<file path="src/design/lvrs_pkg.sv">
// Shared types and constants for the linear volume request splitter.
// Used by lvrs_cfg_regs, lvrs_alu and linear_volume_request_splitter.
package lvrs_pkg;

    // Widest configuration that the splitter handles
    localparam logic [2:0] MAX_MEMBERS = 3'd4;

    // Operation codes
    localparam logic [2:0] OP_IO      = 3'd0;
    localparam logic [2:0] OP_DISCARD = 3'd1;
    localparam logic [2:0] OP_ZEROS   = 3'd2;
    localparam logic [2:0] OP_META    = 3'd3;
    localparam logic [2:0] OP_SIMPLE  = 3'd4;
    localparam logic [2:0] OP_FLUSH   = 3'd5;

    // Result status codes
    localparam logic [2:0] ST_SEG     = 3'd0;
    localparam logic [2:0] ST_OK      = 3'd1;
    localparam logic [2:0] ST_NOTOPEN = 3'd2;
    localparam logic [2:0] ST_IOERR   = 3'd3;
    localparam logic [2:0] ST_RANGE   = 3'd4;

    // Configuration register indexes
    localparam logic [2:0] REG_MEMBER_COUNT = 3'd0;
    localparam logic [2:0] REG_OPENED_MASK  = 3'd1;
    localparam logic [2:0] REG_TOTAL_LENGTH = 3'd2;
    localparam logic [2:0] REG_END_ADDR_0   = 3'd3;
    localparam logic [2:0] REG_END_ADDR_1   = 3'd4;
    localparam logic [2:0] REG_END_ADDR_2   = 3'd5;
    localparam logic [2:0] REG_END_ADDR_3   = 3'd6;

    // Input beat
    typedef struct packed {
        logic [2:0]  operation;
        logic        direction;
        logic [47:0] start_address;
        logic [47:0] byte_count;
        logic [31:0] buffer_offset;
        logic [15:0] request_tag;
    } t_req;

    // Output beat
    typedef struct packed {
        logic [2:0]  result_status;
        logic [1:0]  member_index;
        logic [47:0] member_address;
        logic [47:0] segment_bytes;
        logic [31:0] segment_offset;
        logic [2:0]  segment_operation;
        logic        segment_direction;
        logic [15:0] result_tag;
        logic        last_result;
    } t_res;

    // Live configuration seen by the sequencer
    typedef struct packed {
        logic [2:0]       members;
        logic [3:0]       opened;
        logic [47:0]      total;
        logic [3:0][47:0] member_end;
    } t_cfg;

    // Request to the shared add/subtract unit
    typedef struct packed {
        logic        sub;
        logic [48:0] a;
        logic [48:0] b;
    } t_alu_op;

endpackage

</file>
<file path="src/design/linear_volume_request_splitter.sv">
// Top level of the linear volume request splitter: sequencer and output register.
// Depends on lvrs_pkg, lvrs_cfg_regs and lvrs_alu.
//
// Usage: a request beat enters on i_in_valid/o_in_stall and is split into one
// segment beat per member volume it touches, followed by exactly one
// completion beat (last_result set) on o_out_valid/i_out_stall. Configuration
// is written through i_cfg_we/i_cfg_idx/i_cfg_data while no request is open.
// Throughput: one request at a time; o_in_stall is high from the accepting
// edge until the completion beat is loaded into the output register. The
// range, member search and segment arithmetic goes through one shared 49-bit
// add/subtract unit, one operation per cycle: a range request runs the range
// checks, the member search, setup, then the length, clip, output and
// next-member steps for each segment, and the completion. Buffer offsets and
// the member counter use their own adders.
// Reset clears the sequencer, the output valid and all configuration
// registers to zero. A stalled receiver holds the output beat; the sequencer
// waits on each further beat, and the next request is taken while the
// completion beat of the previous one still waits.
module linear_volume_request_splitter (
    input  logic            i_clk,
    input  logic            i_rst_n,
    input  logic            i_in_valid,
    output logic            o_in_stall,
    input  lvrs_pkg::t_req  i_in_data,
    output logic            o_out_valid,
    input  logic            i_out_stall,
    output lvrs_pkg::t_res  o_out_data,
    input  logic            i_cfg_we,
    input  logic [2:0]      i_cfg_idx,
    input  logic [47:0]     i_cfg_data
);

    typedef enum logic [3:0] {
        S_IDLE, S_SUM, S_RANGE_LO, S_RANGE_HI, S_FIND, S_CHECK, S_SIMPLE_FIT,
        S_MADDR, S_SEG_LEN, S_SEG_MIN, S_SEG_OUT, S_NEXT, S_FLUSH, S_DONE
    } t_state;

    t_state            r_state;
    lvrs_pkg::t_req    r_req;
    lvrs_pkg::t_res    r_out;
    logic              r_out_valid;
    logic [2:0]        r_idx;
    logic              r_found;
    logic [48:0]       r_sum;
    logic [47:0]       r_caddr;
    logic [47:0]       r_rem;
    logic [47:0]       r_maddr;
    logic [47:0]       r_seg;
    logic [31:0]       r_off;
    logic [2:0]        r_status;

    lvrs_pkg::t_cfg    cfg;
    lvrs_pkg::t_alu_op alu_op;
    logic [49:0]       alu_res;
    logic              alu_borrow;
    logic              out_free;
    logic              out_load;
    logic              idx_end;
    logic              idx_open;
    logic              moves;
    logic              simple;
    logic [47:0]       end_cur;
    logic [47:0]       end_prev;

    lvrs_cfg_regs u_cfg (
        .i_clk      (i_clk),
        .i_rst_n    (i_rst_n),
        .i_cfg_we   (i_cfg_we),
        .i_cfg_idx  (i_cfg_idx),
        .i_cfg_data (i_cfg_data),
        .o_cfg      (cfg)
    );

    lvrs_alu u_alu (
        .i_op  (alu_op),
        .o_res (alu_res)
    );

    // Decode the current member and request kind
    always_comb begin
        out_free   = !r_out_valid || !i_out_stall;
        idx_end    = (r_idx >= cfg.members);
        out_load   = out_free && ((r_state == S_SEG_OUT) || (r_state == S_DONE) ||
                                  ((r_state == S_FLUSH) && !idx_end));
        idx_open   = cfg.opened[r_idx[1:0]];
        end_cur    = cfg.member_end[r_idx[1:0]];
        end_prev   = (r_idx == 3'd0) ? 48'd0 : cfg.member_end[r_idx[1:0] - 2'd1];
        moves      = (r_req.operation == lvrs_pkg::OP_IO) ||
                     (r_req.operation == lvrs_pkg::OP_META);
        simple     = (r_req.operation == lvrs_pkg::OP_SIMPLE);
        alu_borrow = alu_res[49];
    end

    // Steer the shared unit by sequencer step
    always_comb begin
        alu_op = '0;
        case (r_state)
            S_SUM: begin
                alu_op.a = {1'b0, r_req.start_address};
                alu_op.b = {1'b0, r_req.byte_count};
            end
            S_RANGE_LO: begin
                alu_op.sub = 1'b1;
                alu_op.a   = {1'b0, r_req.start_address};
                alu_op.b   = {1'b0, cfg.total};
            end
            S_RANGE_HI: begin
                alu_op.sub = 1'b1;
                alu_op.a   = {1'b0, cfg.total};
                alu_op.b   = r_sum;
            end
            S_FIND: begin
                alu_op.sub = 1'b1;
                alu_op.a   = {1'b0, r_req.start_address};
                alu_op.b   = {1'b0, end_cur};
            end
            S_SIMPLE_FIT: begin
                alu_op.sub = 1'b1;
                alu_op.a   = {1'b0, end_cur};
                alu_op.b   = r_sum;
            end
            S_MADDR: begin
                alu_op.sub = 1'b1;
                alu_op.a   = {1'b0, r_req.start_address};
                alu_op.b   = {1'b0, end_prev};
            end
            S_SEG_LEN: begin
                alu_op.sub = 1'b1;
                alu_op.a   = {1'b0, end_cur};
                alu_op.b   = {1'b0, r_caddr};
            end
            S_SEG_MIN: begin
                alu_op.sub = 1'b1;
                alu_op.a   = {1'b0, r_rem};
                alu_op.b   = {1'b0, r_seg};
            end
            default: begin
            end
        endcase
    end

    // Sequencer and output register
    always_ff @(posedge i_clk) begin
        if (!i_rst_n) begin
            r_state     <= S_IDLE;
            r_out_valid <= 1'b0;
            r_idx       <= 3'd0;
        end else begin
            // Load a new output beat, or drop the current one once taken
            if (out_load) begin
                r_out_valid <= 1'b1;
            end else if (r_out_valid && !i_out_stall) begin
                r_out_valid <= 1'b0;
            end
            case (r_state)
                S_IDLE: begin
                    if (i_in_valid) begin
                        r_req <= i_in_data;
                        r_idx <= 3'd0;
                        if (i_in_data.operation > lvrs_pkg::OP_FLUSH) begin
                            r_status <= lvrs_pkg::ST_IOERR;
                            r_state  <= S_DONE;
                        end else if (i_in_data.operation == lvrs_pkg::OP_FLUSH) begin
                            r_state <= S_FLUSH;
                        end else begin
                            r_state <= S_SUM;
                        end
                    end
                end
                S_SUM: begin
                    r_sum   <= alu_res[48:0];
                    r_state <= S_RANGE_LO;
                end
                S_RANGE_LO: begin
                    if (!alu_borrow) begin
                        r_status <= lvrs_pkg::ST_RANGE;
                        r_state  <= S_DONE;
                    end else begin
                        r_state <= S_RANGE_HI;
                    end
                end
                S_RANGE_HI: begin
                    if (alu_borrow) begin
                        r_status <= lvrs_pkg::ST_RANGE;
                        r_state  <= S_DONE;
                    end else begin
                        r_state <= S_FIND;
                    end
                end
                // Scan members for the first end above the start address
                S_FIND: begin
                    if (idx_end) begin
                        r_found <= 1'b0;
                        r_state <= S_CHECK;
                    end else if (alu_borrow) begin
                        r_found <= 1'b1;
                        r_state <= S_CHECK;
                    end else begin
                        r_idx <= r_idx + 3'd1;
                    end
                end
                S_CHECK: begin
                    if (simple) begin
                        if (!r_found || !idx_open) begin
                            r_status <= lvrs_pkg::ST_IOERR;
                            r_state  <= S_DONE;
                        end else begin
                            r_state <= S_SIMPLE_FIT;
                        end
                    end else if (!r_found) begin
                        r_status <= lvrs_pkg::ST_OK;
                        r_state  <= S_DONE;
                    end else if (!idx_open) begin
                        r_status <= lvrs_pkg::ST_NOTOPEN;
                        r_state  <= S_DONE;
                    end else begin
                        r_state <= S_MADDR;
                    end
                end
                S_SIMPLE_FIT: begin
                    if (alu_borrow) begin
                        r_status <= lvrs_pkg::ST_IOERR;
                        r_state  <= S_DONE;
                    end else begin
                        r_state <= S_MADDR;
                    end
                end
                S_MADDR: begin
                    r_maddr <= alu_res[47:0];
                    r_caddr <= r_req.start_address;
                    r_rem   <= r_req.byte_count;
                    r_off   <= r_req.buffer_offset;
                    if (simple) begin
                        r_seg   <= r_req.byte_count;
                        r_state <= S_SEG_OUT;
                    end else if (r_req.byte_count == 48'd0) begin
                        r_status <= lvrs_pkg::ST_OK;
                        r_state  <= S_DONE;
                    end else begin
                        r_state <= S_SEG_LEN;
                    end
                end
                S_SEG_LEN: begin
                    r_seg   <= alu_res[47:0];
                    r_state <= S_SEG_MIN;
                end
                // Clip the segment to the bytes left
                S_SEG_MIN: begin
                    if (alu_borrow) begin
                        r_seg <= r_rem;
                        r_rem <= 48'd0;
                    end else begin
                        r_rem <= alu_res[47:0];
                    end
                    r_state <= S_SEG_OUT;
                end
                S_SEG_OUT: begin
                    if (out_free) begin
                        r_out.result_status        <= lvrs_pkg::ST_SEG;
                        r_out.member_index         <= r_idx[1:0];
                        r_out.member_address       <= r_maddr;
                        r_out.segment_bytes        <= r_seg;
                        r_out.segment_offset       <= moves ? r_off : 32'd0;
                        r_out.segment_operation    <= r_req.operation;
                        r_out.segment_direction    <= r_req.direction;
                        r_out.result_tag           <= r_req.request_tag;
                        r_out.last_result          <= 1'b0;
                        if (simple) begin
                            r_status <= lvrs_pkg::ST_OK;
                            r_state  <= S_DONE;
                        end else begin
                            r_off   <= r_off + r_seg[31:0];
                            r_maddr <= 48'd0;
                            r_caddr <= end_cur;
                            r_idx   <= r_idx + 3'd1;
                            r_state <= S_NEXT;
                        end
                    end
                end
                S_NEXT: begin
                    if (idx_end || (r_rem == 48'd0)) begin
                        r_status <= lvrs_pkg::ST_OK;
                        r_state  <= S_DONE;
                    end else if (!idx_open) begin
                        r_status <= lvrs_pkg::ST_NOTOPEN;
                        r_state  <= S_DONE;
                    end else begin
                        r_state <= S_SEG_LEN;
                    end
                end
                // One empty segment per configured member
                S_FLUSH: begin
                    if (idx_end) begin
                        r_status <= lvrs_pkg::ST_OK;
                        r_state  <= S_DONE;
                    end else if (out_free) begin
                        r_out.result_status        <= lvrs_pkg::ST_SEG;
                        r_out.member_index         <= r_idx[1:0];
                        r_out.member_address       <= 48'd0;
                        r_out.segment_bytes        <= 48'd0;
                        r_out.segment_offset       <= 32'd0;
                        r_out.segment_operation    <= r_req.operation;
                        r_out.segment_direction    <= r_req.direction;
                        r_out.result_tag           <= r_req.request_tag;
                        r_out.last_result          <= 1'b0;
                        r_idx                      <= r_idx + 3'd1;
                    end
                end
                S_DONE: begin
                    if (out_free) begin
                        r_out.result_status        <= r_status;
                        r_out.member_index         <= 2'd0;
                        r_out.member_address       <= 48'd0;
                        r_out.segment_bytes        <= 48'd0;
                        r_out.segment_offset       <= 32'd0;
                        r_out.segment_operation    <= r_req.operation;
                        r_out.segment_direction    <= r_req.direction;
                        r_out.result_tag           <= r_req.request_tag;
                        r_out.last_result          <= 1'b1;
                        r_state                    <= S_IDLE;
                    end
                end
                default: begin
                    r_state <= S_IDLE;
                end
            endcase
        end
    end

    assign o_in_stall  = (r_state != S_IDLE);
    assign o_out_valid = r_out_valid;
    assign o_out_data  = r_out;

    // Every beat but the completion is a segment
    a_mid_is_segment: assert property (@(posedge i_clk) disable iff (!i_rst_n)
        o_out_valid && !o_out_data.last_result |->
            o_out_data.result_status == lvrs_pkg::ST_SEG)
        else $error("non-final beat is not a segment");

    // An accepted request closes the input until it completes
    a_busy_after_accept: assert property (@(posedge i_clk) disable iff (!i_rst_n)
        i_in_valid && !o_in_stall |=> o_in_stall)
        else $error("input reopened right after a request beat");

    // Member counter never runs past the member limit
    a_idx_bound: assert property (@(posedge i_clk) disable iff (!i_rst_n)
        r_idx <= lvrs_pkg::MAX_MEMBERS)
        else $error("member counter out of bounds");

    // Discard and write-zeros segments carry no buffer offset
    a_no_offset: assert property (@(posedge i_clk) disable iff (!i_rst_n)
        o_out_valid && (o_out_data.result_status == lvrs_pkg::ST_SEG) &&
        ((o_out_data.segment_operation == lvrs_pkg::OP_DISCARD) ||
         (o_out_data.segment_operation == lvrs_pkg::OP_ZEROS)) |->
            o_out_data.segment_offset == 32'd0)
        else $error("offset on a discard or write-zeros segment");

endmodule

</file>
<file path="src/design/lvrs_cfg_regs.sv">
// Configuration register file of the request splitter.
// Depends on lvrs_pkg for the register indexes and the t_cfg struct.
module lvrs_cfg_regs (
    input  logic              i_clk,
    input  logic              i_rst_n,
    input  logic              i_cfg_we,
    input  logic [2:0]        i_cfg_idx,
    input  logic [47:0]       i_cfg_data,
    output lvrs_pkg::t_cfg    o_cfg
);

    lvrs_pkg::t_cfg r_cfg;

    // Write one register per beat; saturate the member count on the way in
    always_ff @(posedge i_clk) begin
        if (!i_rst_n) begin
            r_cfg <= '0;
        end else if (i_cfg_we) begin
            case (i_cfg_idx)
                lvrs_pkg::REG_MEMBER_COUNT: begin
                    r_cfg.members <= (i_cfg_data[2:0] > lvrs_pkg::MAX_MEMBERS) ?
                                     lvrs_pkg::MAX_MEMBERS : i_cfg_data[2:0];
                end
                lvrs_pkg::REG_OPENED_MASK:  r_cfg.opened        <= i_cfg_data[3:0];
                lvrs_pkg::REG_TOTAL_LENGTH: r_cfg.total         <= i_cfg_data;
                lvrs_pkg::REG_END_ADDR_0:   r_cfg.member_end[0] <= i_cfg_data;
                lvrs_pkg::REG_END_ADDR_1:   r_cfg.member_end[1] <= i_cfg_data;
                lvrs_pkg::REG_END_ADDR_2:   r_cfg.member_end[2] <= i_cfg_data;
                lvrs_pkg::REG_END_ADDR_3:   r_cfg.member_end[3] <= i_cfg_data;
                default: begin
                end
            endcase
        end
    end

    assign o_cfg = r_cfg;

endmodule

</file>
<file path="src/design/lvrs_alu.sv">
// Shared 49-bit add/subtract unit of the request splitter.
// Depends on lvrs_pkg for t_alu_op; bit 49 of a difference is the borrow.
module lvrs_alu (
    input  lvrs_pkg::t_alu_op i_op,
    output logic [49:0]       o_res
);

    logic [49:0] b_ext;

    // Invert and carry in one for a subtract
    always_comb begin
        b_ext = {1'b0, i_op.b} ^ {50{i_op.sub}};
        o_res = {1'b0, i_op.a} + b_ext + {49'd0, i_op.sub};
    end

endmodule
</file>
<file path="config.mk">
export PLATFORM = sky130hd
export DESIGN_NAME = linear_volume_request_splitter
export DESIGN_NICKNAME = d
export VERILOG_FILES = /design/src/design/lvrs_pkg.sv /design/src/design/linear_volume_request_splitter.sv /design/src/design/lvrs_cfg_regs.sv /design/src/design/lvrs_alu.sv
export SDC_FILE = /design/constraint.sdc
export NUM_CORES = 2
export LEC_CHECK = 0
export ABC_AREA = 1
export BUFFER_PORTS_ARGS = -buffer_cell sky130_fd_sc_hd__clkbuf_2
export CORE_UTILIZATION = 30
export CTS_CLUSTER_SIZE = 10
export DETAILED_ROUTE_END_ITERATION = 7
export GPL_ROUTABILITY_DRIVEN = 0
export SYNTH_ARGS = -nofsm -noshare
export SYNTH_HDL_FRONTEND = slang
export SYNTH_HIERARCHICAL = 1
export SYNTH_SLANG_ARGS = --single-unit
</file>
<file path="constraint.sdc">
create_clock -name i_clk -period 19.59 [get_ports i_clk]
set_input_delay 0.9795 -clock i_clk [delete_from_list [all_inputs] [get_ports i_clk]]
set_output_delay 0.9795 -clock i_clk [all_outputs]
set_load 0.02 [all_outputs]
</file>
---- Word-level counts from Yosys, hierarchy flattened ----
Index checks and enable logic that the tools add are counted.
word-level totals
  register bits after elaboration ......... 834
  latch bits .............................. 0
  memory bits (writable) .................. 0
  ROM bits ................................ 0
  input port bits ......................... 204
  output and inout bits ................... 156
  logic and storage cells ................. 211
  memories ................................ 0
operators by class
  $add $sub $neg .......................... 5
  multipliers ............................. 0
  divide/modulo/power cells ............... 0
  order comparisons ....................... 5
  eq/ne operators ......................... 42
  shifts and indexed selects .............. 0
  muxes and demuxes ....................... 78
  bitwise gates (word level) .............. 1
  reduce and logical (&&, ||, !) cells .... 47
operators by type and width
  cell                number
  $pmux 97 s8         1
  $mux 154            4
  $mux 48             10
  $pmux 154 s3        1
  $pmux 48 s2         3
  $bmux 48 s2         2
  $pmux 48 s3         1
  $logic_not 48->1    2
  $mux 32             3
  $mux 3              28
  $pmux 32 s2         1
  $mux 4              15
  $pmux 4 s14         1
  $add 48x50->50      1
  $add 50x1->50       1
  $xor 49x50->50      1
  $ne 2x2->1 const B  18
  $add 32x32->32      1
  $pmux 3 s9          1
  $eq 4x4->1 const B  6
  $reduce_and 2->1    9
  $eq 4x3->1 const B  4
  $eq 3x3->1 const B  5
  $reduce_and 13->1   1
  other kinds (28)    58

---- Depth between registers and ports, before layout ----
  depth in word-level cells ............... 11
  depth in mapped cells ................... 34
  gate-level depth less buffers ........... 31

---- Cells and area by module ----
Netlist, hierarchy kept.
modules (own cells, without submodules)
  module                          instances  cells an instance  area each (µm²)  seq. area each (µm²)
  linear_volume_request_splitter  1          3076               29574.6          17546.8
  lvrs_cfg_regs                   1          1411               9719.3           4944.7
  lvrs_alu                        1          935                4737.0           0.0

---- Least setup slack after synthesis ----
No wires, ideal clock.
  path kind ............................... reg-to-reg
  start ................................... register r_idx[0]
  end ..................................... register r_out (netlist bit o_out_data[0]), enable pin
  library setup time ...................... 0.913 ns
  arrival time ............................ 13.199 ns
  required time ........................... 18.677 ns
  slack ................................... 5.478 ns
  cell stages (with the launch flop) ...... 10
  buffers on the path ..................... 2
  period minus slack after synthesis ...... 14.112 ns
  cell sequence ........................... dfxtp_1 -> inv_2 -> clkbuf_1 -> buf_1 -> ha_1 -> nand3_1 -> nand3_1 -> nor2_1 -> inv_1 -> a221oi_1
between the ends
  longest elaborated chain between the ends .. 3
RTL lines
  item                        RTL line                               text
  start: declaration          linear_volume_request_splitter.sv:42   logic [2:0] r_idx;
  start signal: assignment    linear_volume_request_splitter.sv:199  r_idx <= r_idx + 3'd1;
  start signal: assignment    linear_volume_request_splitter.sv:275  r_idx <= r_idx + 3'd1;
  start signal: assignment    linear_volume_request_splitter.sv:306  r_idx <= r_idx + 3'd1;
  $ge 3x3->1                  linear_volume_request_splitter.sv:82   idx_end = (r_idx >= cfg.members);
  $ne 2x2->1 (no line)        --
  $reduce_and 6->1 (no line)  --
  end: declaration            linear_volume_request_splitter.sv:40   lvrs_pkg::t_res r_out;
No other way between the ends.
A chain may end at the register's enable or synchronous reset.

==> results by group <==
Timing
  • Least-Margin Pin Slew: 1.17 ns
  • Post-route clock period utilization: 0.348
  • Final setup viols: 0
  • Clk_skew: 0.0714 ns
  • Max_slew headroom: 0.223
  • Setup TNS Final: 0 ns
  • Hold Vio Cnt, Final: 0
  • Max Slew Vio Count: 0
  • Final min period: 6.81 ns
  • FMAX: 147 MHz
  • Final Hold Slack: 0.393 ns
  • Unrepaired setup endpoints after global routing: false

Synth
  • Number of synthesized flops with an enable pin: 579
  • Ranking of synthesized cells by area: edfxtp_1 39%, dfxtp_1 12%, nand2_1 11%
  • Post-synthesis sequential area ratio: 0.511
  • Synth area leader: edfxtp_1
  • Post-synthesis instance total: 5422
  • Synth async-reset ratio: 0
  • Post-Syn Area per Cell: 8.12 um2
  • Cell variety after synth: 52
  • Ys Warns: 6
  • FF+latch count, synth: 834
  • Yosys top cell area share: 0.395
  • Mapped Nets: 5712
  • Mapped Area: 44000 um2
  • Ys flop type: edfxtp_1

Die
  • Die area: 148000 um2
  • Die height: 385 um
  • Io pins: 360
  • Chip width: 385 um
  • Initial core utilization: 0.302
  • Num rows: 140
  • Core Region: 146000 um2

Min path
  • Hold WC Path Type: input port to flop

Worst setup path
  • Reg-to-reg endpoint: r_seg[38]
  • CP max FO: 78
  • CP max-delay cell: buf_4
  • Critical Path Source: r_idx[0]
  • Setup crit start kind: flop
  • Data required time of the critical path: 19.92 ns
  • Cells on worst reg2reg path: 22
  • Critical path endpoint category: flop
  • CP endpoint: r_seg[38]
  • Crit path cell chain: inv_4, ha_2, buf_4, o32ai_1, nand2_1, o21ai_0, a21oi_1, nand3_1, xor2_1, ha_1, nand2_1, inv_1, nand2_1, nand2_1, a21oi_1, nand2_1, nand2_1, nand4_1, nand2_1, nor2_1, nor2_4, buf_4
  • Crit-path leading delay family: buffers and inverters
  • Crit. path cell count: 22
  • Worst setup path class: flop to flop
  • Worst path arrival time: 7.14 ns
  • Buffers & Inverters on Critical Path: 4
  • Crit path largest cell delay: 0.76 ns
  • Most used cell, CP: nand2_1
  • Worst R2R Setup Slack: 12.78 ns
  • R2r startpoint: r_idx[0]

Global route
  • Most used routing layer: met2
  • Met3 usage: 0.0417
  • First-pass GRT wire length: 247 mm
  • Largest net degree at the start of global routing: 101
  • Met2 Use GR: 0.354
  • Vias in the first global route: 36900
  • GR Overflow Total: 0
  • Initial antenna violation count: 6
  • Total GRT Usage: 0.224
  • Met1 Resource Use GR: 0.291

CTS
  • Clock latency on the worst-skew pair: 0.77 ns
  • H-Tree Depth: 3
  • Clock Tree Root: clkbuf_16
  • CTS Buffer Depth: 3
  • CTS Hold Bufs: 0
  • CTS sink cnt: 834
  • Setup bufs post-CTS: 0
  • CTS tree: yes
  • Clk slew on worst S/H paths: 0.06 ns
  • Post_cts resized: 0
  • Number of buffers created by CTS: 99

Pwr
  • Clock group share of total power: 0.221
  • Flop pwr share: 0.292
  • Worst vdd ir: 0.114 mV
  • P_sw: 0.00376 W
  • Sw Ratio: 0.466
  • Combinational share of power: 0.487
  • PwrDens: 159 nW/um2
  • P_int: 0.00431 W
  • Leakage: 20.8 nW

Route
  • DRC: 0
  • ANT nets after route: 0
  • Vias per inst: 5.22
  • DRT iter0 DRCs: 4730
  • Routed len/inst: 22.4 um
  • Via count: 39800
  • Final WL: 171 mm
  • Drt pass-1 iters: 6

Layout
  • Post-Route Utilization: 0.347
  • P&R area growth vs syn: 15.0%
  • Most common cell after layout, fill and taps aside: nand2_1
  • Filler cells: 15200
  • Most frequent cells in the layout: 1258 x nand2_1, 968 x nor2_1, 579 x edfxtp_1, 540 x inv_1, 406 x nand3_1
  • Share of cells above drive strength 1: 0.114
  • Layout Nets: 5935

Outcome
  • Outcome: finished, final reports clean

Job
  • MaxCap Viol Count: 0

Place
  • IO buf count: 359
  • Detailed placer's ending HPWL: 123 mm
==> metal layers <==
layer | vias to the layer above | part of all wire | wire length [um]
met5 | - | 0.000076 | 13
met4 | 2 | 0.060 | 10200
met3 | 382 | 0.094 | 16100
met2 | 2162 | 0.45 | 76200
met1 | 18800 | 0.40 | 68500
li1 | 18500 | - | -
==> synth_stat cells, types with 21 or more instances <==
library cell     n
nor3b_1         31
nor2_1         981
buf_2          100
nand4_1         24
nand2_1       1259
o21ai_0        241
nor2_2          24
a21oi_1        195
edfxtp_1       579
ha_1            84
buf_1           38
inv_2           21
o221ai_1        48
nand3_1        407
dfxtp_1        255
a221oi_1        45
nand2_2         21
o2111ai_1       48
a32o_1          24
inv_1          543
clkbuf_1       135
o32ai_1         29
nor3_1          21
o22ai_1         70
xor2_1          78
==> registers in the layout, summed over array words and instances (netlist names) <==
signal and cells:
r_req 148, r_found 1, r_off 32, r_status 3, o_out_valid 1, r_caddr 48
r_idx 3, o_out_data 154, r_sum 49, r_maddr 48, u_cfg/o_cfg 247, r_seg 48
r_state 4, r_rem 48
==> worst min-delay path by stage <==
stage,slack (ns),to,start,cells past startpoint
after floorplan,0.40,o_out_data[10],r_req[9],0
after global placement,0.40,o_out_data[4],r_req[3],0
after detailed placement,0.41,o_out_data[9],r_req[8],0
after CTS,0.35,r_req[91],i_in_data[91],1
after global routing,0.37,r_req[91],i_in_data[91],1
final,0.39,r_req[91],i_in_data[91],1
==> power by group through the flow <==
stage / Sequential [W] / Combinational, W / Clock (W)
3_5_place_dp: 0.00239 / 0.00380 / 0
3_3_place_gp: 0.00239 / 0.00377 / 0
5_1_grt: 0.00237 / 0.00418 / 0.00188
6_report: 0.00236 / 0.00393 / 0.00178
2_1_floorplan: 0.00236 / 0.00250 / 0
4_1_cts: 0.00235 / 0.00382 / 0.00182
==> worst reg2reg max path, stage by stage (launching register included) <==
cell	delay, ns
dfxtp_4	0.71
inv_4	0.43
ha_2	0.72
buf_4	0.76
o32ai_1	0.30
nand2_1	0.09
o21ai_0	0.19
a21oi_1	0.22
nand3_1	0.10
xor2_1	0.17
ha_1	0.39
nand2_1	0.20
inv_1	0.06
nand2_1	0.07
nand2_1	0.09
a21oi_1	0.21
nand2_1	0.11
nand2_1	0.09
nand4_1	0.10
nand2_1	0.40
nor2_1	0.17
nor2_4	0.13
buf_4	0.56
==> per-stage QoR <==
| stage | total power [W] | worst slack (ns) | area, um2 | std cells |
|---|---|---|---|---|
| 2_1_floorplan | 0.00486 | 5.48 | 44000 | 5422 |
| 3_3_place_gp | 0.00615 | 13.00 | 47600 | 7461 |
| 3_5_place_dp | 0.00618 | 13.05 | 47600 | 7461 |
| 4_1_cts | 0.00799 | 13.01 | 50600 | 7628 |
| 5_1_grt | 0.00843 | 12.49 | 50600 | 7629 |
| 6_report | 0.00807 | 12.78 | 50600 | 7629 |
==> cell type report <==
cell class | instances | area [um2] | share of cell area
tap | 1917 | 2400 | 0.0474
clock buffer | 151 | 2770 | 0.0546
sequential | 834 | 22500 | 0.444
timing repair buffer | 411 | 2190 | 0.0433
multi-input combinational | 3732 | 18300 | 0.362
antenna | 1 | 2.50 | 0.0000494
inverter | 567 | 2130 | 0.0422
clock inverter | 16 | 297 | 0.00586
==> kinds of logic (layout without fill, tap and decap cells) <==
group,Yosys count,in the layout,synth area share
AO/OA/AOI/OAI,748,748,0.107
XOR/XNOR,91,91,0.0181
adder cells (fa/ha/maj),86,86,0.0248
buffers and inverters,856,1145,0.0773
flip-flops,834,834,0.511
multiplexers,2,2,0.000455
other,1,2,0.0000852
AND/OR/NAND/NOR,2804,2804,0.262
(Power assumes the default switching activity.)
